$ cat config.mk
export PLATFORM = sky130hd
export DESIGN_NAME = rgb_to_hsv_converter
export DESIGN_NICKNAME = d
export VERILOG_FILES = /design/src/rtl/core/rhs_pkg.sv /design/src/rtl/core/rhs_divider.sv /design/src/rtl/core/rgb_to_hsv_converter.sv
export SDC_FILE = /design/constraint.sdc
export NUM_CORES = 2
export LEC_CHECK = 0
export BUFFER_PORTS_ARGS = -buffer_cell sky130_fd_sc_hd__buf_2
export CORE_MARGIN = 2
export CORE_UTILIZATION = 48
export CTS_CLUSTER_DIAMETER = 60
export DETAILED_ROUTE_END_ITERATION = 8
export GPL_ROUTABILITY_DRIVEN = 0
export PLACE_DENSITY = 0.69
export SLEW_MARGIN = 20
export SYNTH_ARGS = -nofsm -noshare
export SYNTH_HDL_FRONTEND = slang
export SYNTH_SLANG_ARGS = --single-unit
$ cat constraint.sdc
create_clock -name clk -period 40.3 [get_ports clk]
set_clock_uncertainty 0.05 [all_clocks]
set_input_delay 6.045 -clock clk [delete_from_list [all_inputs] [get_ports clk]]
set_output_delay 6.045 -clock clk [all_outputs]
set_load 0.02 [all_outputs]
$ cat src/rtl/core/rhs_pkg.sv
// Shared types and constants for the RGB to HSV converter.
package rhs_pkg;

  localparam int ChanW   = 8;
  localparam int HueW    = 16;
  localparam int SatW    = 16;

  localparam int DivDenW = ChanW + 1;
  localparam int DivQuoW = 16;
  localparam int DivNumW = DivDenW + DivQuoW;
  localparam int DivLat  = DivQuoW + 1;

  localparam int SatFracW = 15;

  localparam logic [HueW-1:0] FullTurn = 16'd46080;
  localparam logic [15:0]     Deg60    = 16'd7680;
  localparam logic [15:0]     Deg120   = 16'd15360;
  localparam logic [15:0]     Deg240   = 16'd30720;
  localparam logic [15:0]     Deg360   = 16'd46080;

  typedef enum logic [1:0] {
    SectorRed,
    SectorGreen,
    SectorBlue
  } hue_sector_t;

  typedef struct packed {
    logic [ChanW-1:0] red;
    logic [ChanW-1:0] green;
    logic [ChanW-1:0] blue;
  } in_word_t;

  typedef struct packed {
    logic [HueW-1:0]  hue;
    logic [SatW-1:0]  saturation;
    logic [ChanW-1:0] brightness;
  } out_word_t;

  typedef struct packed {
    logic             grey;
    logic             black;
    logic [ChanW-1:0] brightness;
  } side_t;

endpackage

$ cat src/rtl/core/rhs_divider.sv
// Pipelined restoring divider, one quotient bit per stage.
module rhs_divider
  import rhs_pkg::*;
(
  input  logic               clk,
  input  logic               en,
  input  logic [DivNumW-1:0] num,
  input  logic [DivDenW-1:0] den,
  output logic [DivQuoW-1:0] quo
);

  logic [DivDenW-1:0] rem_r [0:DivQuoW];
  logic [DivQuoW-1:0] low_r [0:DivQuoW];
  logic [DivDenW-1:0] den_r [0:DivQuoW];
  logic [DivQuoW-1:0] quo_r [0:DivQuoW];

  always_ff @(posedge clk) begin
    if (en) begin
      rem_r[0] <= num[DivNumW-1:DivQuoW];
      low_r[0] <= num[DivQuoW-1:0];
      den_r[0] <= den;
      quo_r[0] <= '0;
    end
  end

  for (genvar k = 0; k < DivQuoW; k++) begin : g_step
    logic [DivDenW:0]   trial;
    logic [DivDenW+1:0] diff;
    logic               borrow;

    assign trial  = {rem_r[k], low_r[k][DivQuoW-1]};
    assign diff   = {1'b0, trial} - {2'b00, den_r[k]};
    assign borrow = diff[DivDenW+1];

    always_ff @(posedge clk) begin
      if (en) begin
        rem_r[k+1] <= borrow ? trial[DivDenW-1:0] : diff[DivDenW-1:0];
        low_r[k+1] <= {low_r[k][DivQuoW-2:0], 1'b0};
        den_r[k+1] <= den_r[k];
        quo_r[k+1] <= {quo_r[k][DivQuoW-2:0], ~borrow};
      end
    end
  end

  assign quo = quo_r[DivQuoW];

endmodule

$ cat src/rtl/core/rgb_to_hsv_converter.sv
// Top level: RGB to HSV pixel converter pipeline.
// Stages from input accept to output valid: range stage, 17-stage
//   bit-per-cycle divider pair, output stage.
// Throughput: one word per cycle; the whole pipe holds while out_stall
//   blocks a waiting result, bubbles included.
// Reset: rst_n clears all valid bits synchronously; no other state.
module rgb_to_hsv_converter
  import rhs_pkg::*;
(
  input  logic      clk,
  input  logic      rst_n,
  input  logic      in_valid,
  output logic      in_stall,
  input  in_word_t  in_word,
  output logic      out_valid,
  input  logic      out_stall,
  output out_word_t out_word
);

  logic en;

  // stage 1: range and sector
  logic [ChanW-1:0]  top, bottom;
  hue_sector_t       sector;
  logic signed [ChanW:0] delta;

  logic              s1_vld_r;
  logic [ChanW-1:0]  s1_top_r;
  logic [ChanW-1:0]  s1_spread_r;
  hue_sector_t       s1_sector_r;
  logic signed [ChanW:0] s1_delta_r;

  // stage 2 inputs to dividers
  logic [15:0]        offset;
  logic [25:0]        term_delta;
  logic [25:0]        term_off;
  logic [25:0]        numer;
  logic [DivNumW-1:0] hue_num;
  logic [DivDenW-1:0] hue_den;
  logic [DivNumW-1:0] sat_num;
  logic [DivDenW-1:0] sat_den;
  logic [DivQuoW-1:0] hue_quo;
  logic [DivQuoW-1:0] sat_quo;

  logic [DivLat-1:0]  vld_r;
  side_t              side_r [0:DivLat-1];

  logic [HueW-1:0]    hue_wrap;
  logic               out_valid_r;
  out_word_t          out_word_r;

  assign en       = ~(out_valid_r & out_stall);
  assign in_stall = ~en;

  always_comb begin
    top    = in_word.red;
    bottom = in_word.red;
    if (in_word.green > top)    top    = in_word.green;
    if (in_word.blue > top)     top    = in_word.blue;
    if (in_word.green < bottom) bottom = in_word.green;
    if (in_word.blue < bottom)  bottom = in_word.blue;
    if (in_word.blue == top) begin
      sector = SectorBlue;
      delta  = $signed({1'b0, in_word.red}) - $signed({1'b0, in_word.green});
    end else if (in_word.green == top) begin
      sector = SectorGreen;
      delta  = $signed({1'b0, in_word.blue}) - $signed({1'b0, in_word.red});
    end else begin
      sector = SectorRed;
      delta  = $signed({1'b0, in_word.green}) - $signed({1'b0, in_word.blue});
    end
  end

  always_ff @(posedge clk) begin
    if (!rst_n) begin
      s1_vld_r <= 1'b0;
    end else if (en) begin
      s1_vld_r <= in_valid;
    end
  end

  always_ff @(posedge clk) begin
    if (en) begin
      s1_top_r    <= top;
      s1_spread_r <= top - bottom;
      s1_sector_r <= sector;
      s1_delta_r  <= delta;
    end
  end

  always_comb begin
    case (s1_sector_r)
      SectorBlue:  offset = Deg240;
      SectorGreen: offset = Deg120;
      SectorRed:   offset = Deg360;
      default:     offset = Deg360;
    endcase
    term_delta = {{10{1'b0}}, Deg60} * {{(26-ChanW-1){s1_delta_r[ChanW]}}, s1_delta_r};
    term_off   = {{10{1'b0}}, offset} * {{(26-ChanW){1'b0}}, s1_spread_r};
    numer      = term_delta + term_off;
    hue_num    = {numer[DivNumW-2:0], 1'b0} + {{(DivNumW-ChanW){1'b0}}, s1_spread_r};
    hue_den    = {s1_spread_r, 1'b0};
    sat_num    = {{(DivNumW-ChanW-SatFracW){1'b0}}, s1_spread_r, {SatFracW{1'b0}}};
    sat_den    = {1'b0, s1_top_r};
  end

  rhs_divider u_hue_div (
    .clk (clk),
    .en  (en),
    .num (hue_num),
    .den (hue_den),
    .quo (hue_quo)
  );

  rhs_divider u_sat_div (
    .clk (clk),
    .en  (en),
    .num (sat_num),
    .den (sat_den),
    .quo (sat_quo)
  );

  always_ff @(posedge clk) begin
    if (!rst_n) begin
      vld_r <= '0;
    end else if (en) begin
      vld_r <= {vld_r[DivLat-2:0], s1_vld_r};
    end
  end

  always_ff @(posedge clk) begin
    if (en) begin
      side_r[0].grey       <= (s1_spread_r == '0);
      side_r[0].black      <= (s1_top_r == '0);
      side_r[0].brightness <= s1_top_r;
    end
  end

  for (genvar k = 1; k < DivLat; k++) begin : g_side
    always_ff @(posedge clk) begin
      if (en) begin
        side_r[k] <= side_r[k-1];
      end
    end
  end

  assign hue_wrap = (hue_quo >= FullTurn) ? (hue_quo - FullTurn) : hue_quo;

  always_ff @(posedge clk) begin
    if (!rst_n) begin
      out_valid_r <= 1'b0;
    end else if (en) begin
      out_valid_r <= vld_r[DivLat-1];
    end
  end

  always_ff @(posedge clk) begin
    if (en) begin
      out_word_r.hue        <= side_r[DivLat-1].grey  ? '0 : hue_wrap;
      out_word_r.saturation <= side_r[DivLat-1].black ? '0 : sat_quo;
      out_word_r.brightness <= side_r[DivLat-1].brightness;
    end
  end

  assign out_valid = out_valid_r;
  assign out_word  = out_word_r;

endmodule

==> flow_summary.ini <==
[run_status]
run_status = complete, no violations

[synth]
async_reset_ff_share_pct = 0
netlist_area_um2 = 46500
synth_ff_type = edfxtp_1
synth.avg_cell_area_um2 = 13.4
yosysWarnings = 0
synth-edff-count = 928
seq_area_frac_synth_pct = 60.8
syn_inst = 3475
synth-seq-cells = 947
synth_cell_types = 63
synth_nets = 3929

[finish]
drive_gt1_share_pct = 10.4
design_area_um2 = 51900
syn_to_final_growth_pct = 11.6
nets = 4090
antenna_cells = 0

[setup_path]
cp_top_family = buffers and inverters
reg2reg_slack_ns = 33.78
crit_path_top_delay_cell = nand2_4
r2r-end = u_hue_div.rem_r[0][8]
required_ns = 34.20
cp-start-kind = input port
cp_common_cell = buf_2
path_class = input port to output port
cp_max_fo = 60
end_kind = output port
rr_worst_depth = 25
cp.buffers_inverters = 3
rr_startpoint = s1_delta_r[3]
arrival_ns = 7.47
cpPeakStageDelay_ns = 0.52
path_cells = buf_2 -> nand2_4 -> inv_1 -> buf_2

[cts]
cts_root_buf = clkbuf_16
cts_tree = done
clkSlewWorstSetupHoldPaths_ns = 0.06
cts_resized = 0
cts_buffers = 99
htree_levels = 3
numClockSinks = 947
cts_setup_buffers = 0
cts_buffer_depth = 3
insertion_delay_ns = 0.65
cts_hold_buf = 0

[placement]
dp_hpwl_um = 47500
placed_area_um2 = 48500
port_buffers = 69

[die]
initial_core_util_pct = 48.3
core_um2 = 96300
io_pins = 70
rows = 114
dieArea_um2 = 99400
die_y_um = 315
chipWidth_um = 315

[grt]
first_global_vias = 25400
grt_max_degree = 95
grt_usage_pct = 13.8
grt-ovfl-total = 0
grt_pass1_wl_um = 114000
grt_antenna_before_repair = 0

[timing]
finalCriticalPeriod_ns = 13.56
setup_viol = 0
rsz0062_at_grt = no
worst_pin_slew_ns = 1.06
max_freq_ghz = 0.0737
slew_violations = 0
fin_crit_sh_pct = 33.7
hold_violations = 0
timing.slew.headroom_pct = 29.2
tns_ns = 0

[worst_hold_path]
hold_path.startpoint = u_hue_div.quo_r[0][83]
hold_path.class = flop to flop
hold_depth = 0
hold-path-endpoint = u_hue_div.quo_r[0][100]

[route]
wirelength_um = 67700
dr.first_iter.drc_count = 1084
dr.pass1.iters = 5
ant_nets = 0
vias_per_cell = 4.99
drc_errors = 0
vias = 24900
wl_per_cell_um = 13.6

[run]
max-cap-violations = 0
[routing by layer]
layer  routed length (um)  GRT usage, %
met1                26300          14.3
met2                37200          27.2
met3                 2250          2.29
met4                 1960          5.40
met5                    0             0
[synth_stat cells, drive strengths merged (2+ instances only)]
cell type	number	area share (%)
nor3b	16	0.60
inv	464	3.7
a21oi	189	2.1
a21o	59	0.95
o21ai	148	1.6
nor3	53	0.57
nor2	225	1.8
nand2b	58	0.78
o211ai	3	0.048
o21bai	6	0.097
or2	9	0.12
a2111oi	2	0.051
nor4	3	0.040
mux2	108	2.7
xnor2	121	2.3
mux2i	38	0.83
and2	15	0.20
or3	26	0.35
a21boi	54	0.87
fa	85	3.7
o41ai	2	0.038
or4	4	0.065
edfxtp	928	60
and3	3	0.051
clkbuf	27	0.22
nand2	124	1.0
a211oi	23	0.39
a31oi	32	0.43
ha	341	9.2
nand3	18	0.19
buf	4	0.075
o21a	38	0.61
dfxtp	19	0.82
nor2b	133	1.8
xor2	82	1.5
nand4	2	0.027
[area by class of cell]
type                    count  area [um2]
clock inverters            63         826
well taps                1276        1600
multi-input cells        2033       16400
repair buffers             91         534
flip-flops and latches    947       28200
fillers                  7804       44400
inverters                 464        1740
clock buffers             113        2530
[per-stage QoR]
step                worst slack, ns  hold slack (ns)  util [%]  cells
floorplan                      7.10            0.350         -   3475
global placement              26.71            0.350      50.3   4810
detailed placement            26.72            0.355      50.3   4810
CTS                           26.72            0.337      53.8   4986
global route                  26.58            0.351      53.9   4987
finish                        26.74            0.352      53.9   4987
[cells by family after synthesis]
| logic type | Yosys count | synth area share (%) |
|---|---|---|
| buf+inv | 495 | 4.04 |
| other cells | 1 | 0.00807 |
| flops | 947 | 60.8 |
| xor+xnor | 203 | 3.84 |
| compound gates | 564 | 7.32 |
| simple gates | 693 | 7.70 |
| fa+ha+maj | 426 | 12.8 |
| mux | 146 | 3.49 |
[flip-flops by register name, indices dropped and copies added, names as in the netlist]
register / count
u_hue_div.quo_r: 136
u_hue_div.rem_r: 142
s1_vld_r: 1
out_word: 40
s1_sector_r: 2
vld_r: 17
out_valid: 1
s1_top_r: 8
u_sat_div.quo_r: 136
s1_delta_r: 9
s1_spread_r: 8
u_hue_div.low_r: 120
side_r: 170
u_hue_div.den_r: 22
u_sat_div.rem_r: 135
[layout by cell type (no fill, tap or decap), types with 58 or more instances in the layout]
cell,instances
edfxtp_1,928
inv_1,464
ha_1,341
nor2_1,224
a21oi_1,187
o21ai_0,145
nor2b_1,133
nand2_1,123
xnor2_1,120
mux2_2,102
clkbuf_16,99
fa_1,85
xor2_1,82
buf_2,69
a21o_1,59
nand2b_1,58
[worst max path at each step]
stage,from,end,slack [ns],cells past startpoint
2_1_floorplan,out_stall,out_word[0],7.10,3
4_1_cts,out_stall,in_stall,26.72,4
3_5_place_dp,out_stall,in_stall,26.72,4
6_report,out_stall,in_stall,26.74,4
5_1_grt,out_stall,in_stall,26.58,4
3_3_place_gp,out_stall,in_stall,26.71,4
Power is left out: the tool's default activity adds up to more than one toggle a clock period on the data nets, which glitch-free logic cannot reach.
